$ cat config.mk
export PLATFORM = sky130hd
export DESIGN_NAME = master_status_timeout_tracker_top_flat
export DESIGN_NICKNAME = d
export VERILOG_FILES = /design/src/mstt_pkg.sv /design/src/mstt_if.sv /design/src/mstt_core.sv /design/src/master_status_timeout_tracker_top.sv /design/src/flat_wrapper.sv
export SDC_FILE = /design/constraint.sdc
export NUM_CORES = 1
export LEC_CHECK = 0
export BUFFER_PORTS_ARGS = -buffer_cell sky130_fd_sc_hd__buf_2
export CAP_MARGIN = 15
export CORE_ASPECT_RATIO = 0.7
export CORE_MARGIN = 4
export CORE_UTILIZATION = 36
export DETAILED_ROUTE_END_ITERATION = 8
export GPL_TIMING_DRIVEN = 0
export HOLD_SLACK_MARGIN = 0.03
export PLACE_DENSITY = 0.62
export SLEW_MARGIN = 20
export SYNTH_ARGS = -nofsm -noshare
export SYNTH_HDL_FRONTEND = slang
export SYNTH_HIERARCHICAL = 1
export SYNTH_SLANG_ARGS = --single-unit
$ cat constraint.sdc
create_clock -name clk -period 6 [get_ports clk]
set_input_delay 1.2 -clock clk [delete_from_list [all_inputs] [get_ports clk]]
set_output_delay 1.2 -clock clk [all_outputs]
set_load 0.01 [all_outputs]
$ cat src/mstt_pkg.sv
// Package for the host status and timeout tracker.
// Holds the field widths, codes, config/state/item/result structs.
// No dependencies.
package mstt_pkg;

    localparam int TIMER_W = 20;
    localparam int STEP_W  = 16;
    localparam int OP_W    = 2;
    localparam int BYTE_W  = 8;
    localparam int RES_W   = 2;
    localparam int HS_W    = 3;
    localparam int IDX_W   = 2;

    // item kinds
    localparam logic [OP_W-1:0] OP_INIT = 2'd0;
    localparam logic [OP_W-1:0] OP_TICK = 2'd1;
    localparam logic [OP_W-1:0] OP_CMD  = 2'd2;

    // command outcome
    localparam logic [RES_W-1:0] RES_OK      = 2'd0;
    localparam logic [RES_W-1:0] RES_LEN_ERR = 2'd1;
    localparam logic [RES_W-1:0] RES_UNKNOWN = 2'd2;

    // host status codes
    localparam logic [HS_W-1:0] HS_UNKNOWN     = 3'd0;
    localparam logic [HS_W-1:0] HS_CONFIGURING = 3'd4;
    localparam logic [HS_W-1:0] HS_UPDATING    = 3'd5;

    // a command carries exactly one payload byte
    localparam logic [BYTE_W-1:0] CMD_LEN      = 8'd1;
    localparam logic [BYTE_W-1:0] CMD_SET_MAX  = 8'd4;
    localparam logic [BYTE_W-1:0] CMD_UPDATE   = 8'd5;

    // register indexes
    localparam logic [IDX_W-1:0] REG_UPDATE_TIMEOUT = 2'd0;
    localparam logic [IDX_W-1:0] REG_STARTUP_TIME   = 2'd1;
    localparam logic [IDX_W-1:0] REG_COLD_START     = 2'd2;
    localparam logic [IDX_W-1:0] REG_TICK_STEP      = 2'd3;

    // register reset values
    localparam logic [TIMER_W-1:0] UPDATE_TIMEOUT_RST = 20'd30000;
    localparam logic [TIMER_W-1:0] STARTUP_TIME_RST   = 20'd10000;
    localparam logic [STEP_W-1:0]  TICK_STEP_RST      = 16'd100;

    typedef struct packed {
        logic [TIMER_W-1:0] update_timeout;
        logic [TIMER_W-1:0] startup_time;
        logic               cold_start;
        logic [STEP_W-1:0]  tick_step;
    } cfg_t;

    typedef struct packed {
        logic [TIMER_W-1:0] startup_left;
        logic [TIMER_W-1:0] update_left;
        logic [HS_W-1:0]    status;
        logic               observer;
    } state_t;

    typedef struct packed {
        logic [OP_W-1:0]   opcode;
        logic [BYTE_W-1:0] payload_count;
        logic [BYTE_W-1:0] payload_byte;
    } item_t;

    typedef struct packed {
        logic [RES_W-1:0] cmd_status;
        logic [HS_W-1:0]  host_status;
        logic             observer_on;
        logic             status_written;
    } result_t;

endpackage

$ cat src/mstt_if.sv
// Channel interfaces of the host status tracker: item in, result out, config write.
// Depends on mstt_pkg for field widths.
interface mstt_req_if;
    logic                          valid;
    logic                          ready;
    logic [mstt_pkg::OP_W-1:0]     opcode;
    logic [mstt_pkg::BYTE_W-1:0]   payload_count;
    logic [mstt_pkg::BYTE_W-1:0]   payload_byte;

    modport source (output valid, opcode, payload_count, payload_byte, input ready);
    modport sink   (input valid, opcode, payload_count, payload_byte, output ready);
endinterface

interface mstt_rsp_if;
    logic                          valid;
    logic                          ready;
    logic [mstt_pkg::RES_W-1:0]    cmd_status;
    logic [mstt_pkg::HS_W-1:0]     host_status;
    logic                          observer_on;
    logic                          status_written;

    modport source (output valid, cmd_status, host_status, observer_on, status_written,
                    input ready);
    modport sink   (input valid, cmd_status, host_status, observer_on, status_written,
                    output ready);
endinterface

interface mstt_cfg_if;
    logic                          valid;
    logic                          ready;
    logic [mstt_pkg::IDX_W-1:0]    index;
    logic [mstt_pkg::TIMER_W-1:0]  data;

    modport source (output valid, index, data, input ready);
    modport sink   (input valid, index, data, output ready);
endinterface

$ cat src/mstt_core.sv
// Next-state and result logic for one item of the host status tracker.
// Purely combinational; depends on mstt_pkg.
module mstt_core (
    input  mstt_pkg::cfg_t    cfg,
    input  mstt_pkg::state_t  state,
    input  mstt_pkg::item_t   item,
    output mstt_pkg::state_t  state_next,
    output mstt_pkg::result_t res
);
    import mstt_pkg::*;

    logic [TIMER_W-1:0] step;
    logic               startup_exp;
    logic               update_exp;
    logic [TIMER_W-1:0] startup_dec;
    logic [TIMER_W-1:0] update_dec;

    assign step = TIMER_W'(cfg.tick_step);

    // countdown: idle at zero, expire when at most one step is left
    assign startup_exp = (state.startup_left != '0) && (state.startup_left <= step);
    assign update_exp  = (state.update_left != '0) && (state.update_left <= step);
    assign startup_dec = (state.startup_left <= step) ? '0 : state.startup_left - step;
    assign update_dec  = (state.update_left <= step) ? '0 : state.update_left - step;

    always_comb
    begin
        state_next         = state;
        res.cmd_status     = RES_OK;
        res.status_written = 1'b0;
        unique case (item.opcode)
            OP_INIT:
            begin
                if (cfg.cold_start)
                begin
                    state_next.startup_left = cfg.startup_time;
                end
            end
            OP_TICK:
            begin
                state_next.startup_left = startup_dec;
                if (startup_exp)
                begin
                    state_next.update_left = cfg.update_timeout;
                    state_next.status      = HS_UPDATING;
                    state_next.observer    = 1'b0;
                    res.status_written     = 1'b1;
                end
                else
                begin
                    state_next.update_left = update_dec;
                    if (update_exp)
                    begin
                        state_next.status  = HS_UNKNOWN;
                        res.status_written = 1'b1;
                    end
                end
            end
            OP_CMD:
            begin
                priority if (item.payload_count != CMD_LEN)
                begin
                    res.cmd_status = RES_LEN_ERR;
                end
                else if (item.payload_byte <= CMD_SET_MAX)
                begin
                    state_next.startup_left = '0;
                    state_next.update_left  = '0;
                    state_next.status       = item.payload_byte[HS_W-1:0];
                    state_next.observer     = (item.payload_byte != '0);
                    res.status_written      = 1'b1;
                end
                else if (item.payload_byte == CMD_UPDATE)
                begin
                    state_next.update_left = cfg.update_timeout;
                    state_next.status      = HS_UPDATING;
                    state_next.observer    = 1'b0;
                    res.status_written     = 1'b1;
                end
                else
                begin
                    res.cmd_status = RES_UNKNOWN;
                end
            end
            default:
            begin
                // unused opcode: no change, ok
            end
        endcase
        res.host_status = state_next.status;
        res.observer_on = state_next.observer;
    end

endmodule

$ cat src/master_status_timeout_tracker_top.sv
// Host status and timeout tracker, top level.
// An accepted item passes through the input register and then the result register.
// One item per cycle while the result side does not stall; the state registers update in the cycle an item
// moves from the input register into the result register.
// Reset (rst_n low, asynchronous): status unknown, observer off, timers zero,
// registers at update_timeout 30000, startup_time 10000, cold_start 0, tick_step 100.
module master_status_timeout_tracker_top (
    input  logic       clk,
    input  logic       rst_n,
    mstt_req_if.sink   req,
    mstt_rsp_if.source rsp,
    mstt_cfg_if.sink   cfg
);
    import mstt_pkg::*;

    // configuration registers
    cfg_t    cfg_reg;

    // tracker state
    state_t  state_reg;
    state_t  state_next;

    // input register
    logic    item_valid_reg;
    item_t   item_reg;

    // result register
    logic    rsp_valid_reg;
    result_t rsp_reg;
    result_t rsp_next;

    logic    advance;

    // Move the held item into the result register when the result slot is
    // free or is being emptied this cycle; the input register refills at once.
    assign advance   = item_valid_reg && (!rsp_valid_reg || rsp.ready);
    assign req.ready = !item_valid_reg || advance;
    assign cfg.ready = 1'b1;

    // Config writes land directly; the user must write only while the block is idle (not enforced here).
    always_ff @(posedge clk or negedge rst_n)
    begin
        if (!rst_n)
        begin
            cfg_reg.update_timeout <= UPDATE_TIMEOUT_RST;
            cfg_reg.startup_time   <= STARTUP_TIME_RST;
            cfg_reg.cold_start     <= 1'b0;
            cfg_reg.tick_step      <= TICK_STEP_RST;
        end
        else if (cfg.valid)
        begin
            unique case (cfg.index)
                REG_UPDATE_TIMEOUT: cfg_reg.update_timeout <= cfg.data;
                REG_STARTUP_TIME:   cfg_reg.startup_time   <= cfg.data;
                REG_COLD_START:     cfg_reg.cold_start     <= cfg.data[0];
                REG_TICK_STEP:      cfg_reg.tick_step      <= cfg.data[STEP_W-1:0];
                default:            cfg_reg.cold_start     <= cfg_reg.cold_start;
            endcase
        end
    end

    // Capture an accepted item; hold it while the result side stalls.
    always_ff @(posedge clk or negedge rst_n)
    begin
        if (!rst_n)
        begin
            item_valid_reg <= 1'b0;
        end
        else if (req.ready)
        begin
            item_valid_reg <= req.valid;
        end
    end

    always_ff @(posedge clk)
    begin
        if (req.valid && req.ready)
        begin
            item_reg.opcode        <= req.opcode;
            item_reg.payload_count <= req.payload_count;
            item_reg.payload_byte  <= req.payload_byte;
        end
    end

    // One pass of countdown and command decode against the current state.
    mstt_core u_core (
        .cfg        (cfg_reg),
        .state      (state_reg),
        .item       (item_reg),
        .state_next (state_next),
        .res        (rsp_next)
    );

    // Commit state only when the item's result is taken into the result register.
    always_ff @(posedge clk or negedge rst_n)
    begin
        if (!rst_n)
        begin
            state_reg.startup_left <= '0;
            state_reg.update_left  <= '0;
            state_reg.status       <= HS_UNKNOWN;
            state_reg.observer     <= 1'b0;
        end
        else if (advance)
        begin
            state_reg <= state_next;
        end
    end

    // Result register: fill on advance, drop when taken with nothing behind it.
    always_ff @(posedge clk or negedge rst_n)
    begin
        if (!rst_n)
        begin
            rsp_valid_reg <= 1'b0;
        end
        else if (advance)
        begin
            rsp_valid_reg <= 1'b1;
        end
        else if (rsp.ready)
        begin
            rsp_valid_reg <= 1'b0;
        end
    end

    always_ff @(posedge clk)
    begin
        if (advance)
        begin
            rsp_reg <= rsp_next;
        end
    end

    assign rsp.valid          = rsp_valid_reg;
    assign rsp.cmd_status     = rsp_reg.cmd_status;
    assign rsp.host_status    = rsp_reg.host_status;
    assign rsp.observer_on    = rsp_reg.observer_on;
    assign rsp.status_written = rsp_reg.status_written;

`ifndef SYNTHESIS
    // A rejected or unused command must leave the tracker state alone.
    assert property (@(posedge clk) disable iff (!rst_n)
        advance && (rsp_next.cmd_status != RES_OK) |=> $stable(state_reg))
        else $error("state changed on a rejected command");

    // A held item may not vanish while the result side stalls.
    assert property (@(posedge clk) disable iff (!rst_n)
        item_valid_reg && !advance |=> item_valid_reg && $stable(item_reg))
        else $error("stalled item lost");

    // The result always reports the status the state holds after the item.
    assert property (@(posedge clk) disable iff (!rst_n)
        advance |=> rsp_valid_reg && (rsp_reg.host_status == state_reg.status)
                    && (rsp_reg.observer_on == state_reg.observer))
        else $error("result disagrees with committed state");

    // A write of status reports ok.
    assert property (@(posedge clk) disable iff (!rst_n)
        rsp_valid_reg && rsp_reg.status_written |-> rsp_reg.cmd_status == RES_OK)
        else $error("status written on an error result");
`endif

endmodule
$ cat src/flat_wrapper.sv
// flat-port wrapper written by rule: the top's interface ports become plain ports
module master_status_timeout_tracker_top_flat import mstt_pkg::*;
  (clk, rst_n, req_valid, req_opcode, req_payload_count, req_payload_byte, req_ready, rsp_valid, rsp_cmd_status, rsp_host_status, rsp_observer_on, rsp_status_written, rsp_ready, cfg_valid, cfg_index, cfg_data, cfg_ready);
  mstt_req_if req_i ();
  mstt_rsp_if rsp_i ();
  mstt_cfg_if cfg_i ();
  input  logic clk;
  input  logic rst_n;
  input wire logic [$bits(req_i.valid)-1:0] req_valid;
  input wire logic [$bits(req_i.opcode)-1:0] req_opcode;
  input wire logic [$bits(req_i.payload_count)-1:0] req_payload_count;
  input wire logic [$bits(req_i.payload_byte)-1:0] req_payload_byte;
  output wire logic [$bits(req_i.ready)-1:0] req_ready;
  output wire logic [$bits(rsp_i.valid)-1:0] rsp_valid;
  output wire logic [$bits(rsp_i.cmd_status)-1:0] rsp_cmd_status;
  output wire logic [$bits(rsp_i.host_status)-1:0] rsp_host_status;
  output wire logic [$bits(rsp_i.observer_on)-1:0] rsp_observer_on;
  output wire logic [$bits(rsp_i.status_written)-1:0] rsp_status_written;
  input wire logic [$bits(rsp_i.ready)-1:0] rsp_ready;
  input wire logic [$bits(cfg_i.valid)-1:0] cfg_valid;
  input wire logic [$bits(cfg_i.index)-1:0] cfg_index;
  input wire logic [$bits(cfg_i.data)-1:0] cfg_data;
  output wire logic [$bits(cfg_i.ready)-1:0] cfg_ready;
  assign req_i.valid = req_valid;
  assign req_i.opcode = req_opcode;
  assign req_i.payload_count = req_payload_count;
  assign req_i.payload_byte = req_payload_byte;
  assign req_ready = req_i.ready;
  assign rsp_valid = rsp_i.valid;
  assign rsp_cmd_status = rsp_i.cmd_status;
  assign rsp_host_status = rsp_i.host_status;
  assign rsp_observer_on = rsp_i.observer_on;
  assign rsp_status_written = rsp_i.status_written;
  assign rsp_i.ready = rsp_ready;
  assign cfg_i.valid = cfg_valid;
  assign cfg_i.index = cfg_index;
  assign cfg_i.data = cfg_data;
  assign cfg_ready = cfg_i.ready;
  master_status_timeout_tracker_top u_core (.clk(clk), .rst_n(rst_n), .req(req_i), .rsp(rsp_i), .cfg(cfg_i));
endmodule
==> flow_metrics.env <==
export IMPL_status="finished clean"
export IMPL_max_freq_mhz=275
export IMPL_remaining_drc_errors=0
export IMPL_cp_end_kind="flop"
export IMPL_worstMarginPinSlew_ps=994
export IMPL_antenna_found_initial=0
export IMPL_boundaryPins=55
export IMPL_grt_pass1_vias=5698
export IMPL_vias=5996
export IMPL_crit_path_start_kind="flop"
export IMPL_firstDrtPassIters=5
export IMPL_ctsHoldBuffers=0
export IMPL_hold_viol=0
export IMPL_avgSynthCellArea_um2=10.8
export IMPL_gp_congestion=0.907
export IMPL_largest_register_ffs=57
export IMPL_min_period_ps=3630
export IMPL_preCtsSetupSlack_ps=2460
export IMPL_drtIter0Drc=603
export IMPL_clock_path_buffers=2
export IMPL_synthTopCellsByArea="dfrtp_1, edfxtp_1, mux2_2"
export IMPL_maxSlewHeadroom_pct=33.5
export IMPL_nNetsFinal=871
export IMPL_grt_max_degree=69
export IMPL_ys_seq_area_share_pct=43.4
export IMPL_utilization_pct=42.7
export IMPL_rsz0062_at_grt="no"
export IMPL_wl_um=20900
export IMPL_grt_util_all_layers_pct=18.0
export IMPL_yosysWarnings=6
export IMPL_worst_slack_ps=2370
export IMPL_drive_gt1_share_pct=24.8
export IMPL_worstSetupPathType="reg2reg"
export IMPL_port_buffers=53
export IMPL_tns_ps=0
export IMPL_leakagePower_nw=3.90
export IMPL_clock_latency_ps=430
export IMPL_synth_edf_count=25
export IMPL_maxSlewViolCount=0
export IMPL_clkSinkCount=128
export IMPL_cts_buffers=17
export IMPL_syn_to_final_growth_pct=15.7
export IMPL_finClkSkew_ps=7.69
export IMPL_cts_resized=0
export IMPL_die_area_um2=23900
export IMPL_initial_core_util_pct=36.9
export IMPL_yosysTopAreaCell="dfrtp_1"
export IMPL_vdd_drop_max_v=0.000242
export IMPL_ys_flop_type="dfrtp_1"
export IMPL_yosysTopAreaCellShare_pct=28.5
export IMPL_pwr_density_cell_nw_per_um2=442
export IMPL_overflow=0
export IMPL_core_um2=20900
export IMPL_multi_input_comb_area_um2=4060
export IMPL_syn_inst=715
export IMPL_critPathRequiredTime_ps=6310
export IMPL_seq_area_um2=3350
export IMPL_viasPerCell=5.56
export IMPL_ys_top_cells_by_count="dfrtp_1, o21ai_0, mux2_2, a21oi_1, mux2_1"
export IMPL_htree_levels=4
export IMPL_hp_class="reg2reg"
export IMPL_cts_tree="done"
export IMPL_final_setup_viol_count=0
export IMPL_ys_seq_elements=128
export IMPL_cap_violations=0
export IMPL_post_cts_buffers=0
export IMPL_crit_arrival_ps=3950
export IMPL_post_synth_top_count_cell="dfrtp_1"
export IMPL_grt_pass1_wl_um=32800
export IMPL_ys_types=70
export IMPL_fp_row_count=44
export IMPL_nFillCells=2040
export IMPL_ant_nets=0
export IMPL_async_reset_ff_share_pct=80.5
export IMPL_period_share_pct=60.6
export IMPL_total_power_mw=3.95
export IMPL_dieWidth_um=183
export IMPL_dp_hpwl_um=15600
export IMPL_synth_area_um2=7720
export IMPL_die_h_um=131
export IMPL_wire_per_inst_um=19.4
export IMPL_path_clk_slew_ps=60
export IMPL_syn_nets=798
export IMPL_cts_root_buf="clkbuf_16"
export IMPL_cp_max_fo=10
[critical path, cell delays in order (launching register included)]
cell and delay, ps:
dfstp_2 530, inv_1 70, ha_1 370, a211oi_1 310, o21bai_1 190, o21ai_0 340
nand3_1 240, a21oi_2 330, buf_2 300, buf_2 280, nor3_1 90, a21oi_1 120
o21ai_0 80, mux2_2 260
[area by class of cell]
type	count	area share [%]
Multi-Input combinational cell	523	45.5
Sequential cell	128	37.5
Clock buffer	22	5.67
Tap cell	276	3.87
Timing Repair Buffer	54	3.35
Buffer	32	2.13
Inverter	32	1.35
Clock inverter	10	0.631
Antenna cell	1	0.0280
[where the power goes]
| part | switching, mW | internal, mW |
|---|---|---|
| clock network | 0.391 | 0.593 |
| registers | 0.194 | 1.09 |
| logic | 0.938 | 0.743 |
[cell families (layout without fill, tap and decap cells)]
group	Yosys count	after routing	share of synthesized area [%]
buffers and inverters	64	150	4.02
adder cells (fa/ha/maj)	38	38	6.35
other	1	2	0.0486
XOR/XNOR	27	27	3.06
flip-flops	128	128	43.4
multiplexers	101	101	15.2
AND/OR/NAND/NOR	151	151	11.0
AO/OA/AOI/OAI	205	205	16.9
[per-stage QoR]
| stage | instances | instance area (um^2) | hold slack, ps |
|---|---|---|---|
| 2_1_floorplan | 715 | 7720 | 459 |
| 3_3_place_gp | 1044 | 8330 | 480 |
| 3_5_place_dp | 1045 | 8360 | 483 |
| 4_1_cts | 1077 | 8930 | 497 |
| 5_1_grt | 1077 | 8930 | 508 |
| 6_report | 1078 | 8930 | 492 |
[worst paths after layout]
path | from | slack [ps] | end | cells after the start
max | u_core/cfg_reg[5]$_DFFE_PN1P_ | 2370 | u_core/state_reg[7]$_DFFE_PN0P_ | 13
min | u_core/cfg_reg[36]$_DFFE_PN0P_ | 490 | u_core/cfg_reg[36]$_DFFE_PN0P_ | 1
max reg2reg | u_core/cfg_reg[5]$_DFFE_PN1P_ | 2370 | u_core/state_reg[7]$_DFFE_PN0P_ | 13
min reg2reg | u_core/cfg_reg[36]$_DFFE_PN0P_ | 490 | u_core/cfg_reg[36]$_DFFE_PN0P_ | 1
max in group asynchronous | rst_n | 4630 | u_core/cfg_reg[41]$_DFFE_PN1P_ | 2
min in group asynchronous | rst_n | 670 | u_core/state_reg[41]$_DFFE_PN0P_ | 1
[layer usage]
| metal | global-route usage [%] | vias up | share of wire (%) |
|---|---|---|---|
| met3 | 4.68 | 27 | 6.7 |
| met5 | 0 | - | 0 |
| met4 | 4.64 | 0 | 1.0 |
| met2 | 23.9 | 173 | 39 |
| met1 | 28.4 | 2967 | 54 |
| li1 | - | 2829 | - |
[cell usage in the layout, fill, tap and decap left out, types with 4 or more instances in the layout]
| cell | count |
|---|---|
| inv_1 | 31 |
| o21ai_1 | 4 |
| nand3_1 | 8 |
| nand4_1 | 8 |
| a22oi_1 | 33 |
| a21o_1 | 10 |
| and2_1 | 4 |
| dfrtp_1 | 88 |
| o21ai_0 | 57 |
| mux2_4 | 10 |
| mux2_2 | 54 |
| edfxtp_1 | 25 |
| nor4_1 | 13 |
| xor2_1 | 14 |
| clkinv_2 | 8 |
| o21bai_1 | 5 |
| nand3b_1 | 4 |
| clkbuf_16 | 19 |
| nor2b_1 | 8 |
| buf_2 | 57 |
| a22o_1 | 7 |
| nor2_1 | 25 |
| a211oi_1 | 4 |
| a221o_1 | 5 |
| nand2b_1 | 11 |
| o211ai_1 | 4 |
| nor3_1 | 15 |
| a31oi_1 | 5 |
| mux2_1 | 37 |
| buf_4 | 13 |
| or3_1 | 4 |
| a21oi_1 | 48 |
| clkbuf_1 | 13 |
| nand2_1 | 28 |
| ha_1 | 36 |
| dfstp_2 | 15 |
| xnor2_1 | 13 |
Power figures use the tool's default switching activity.
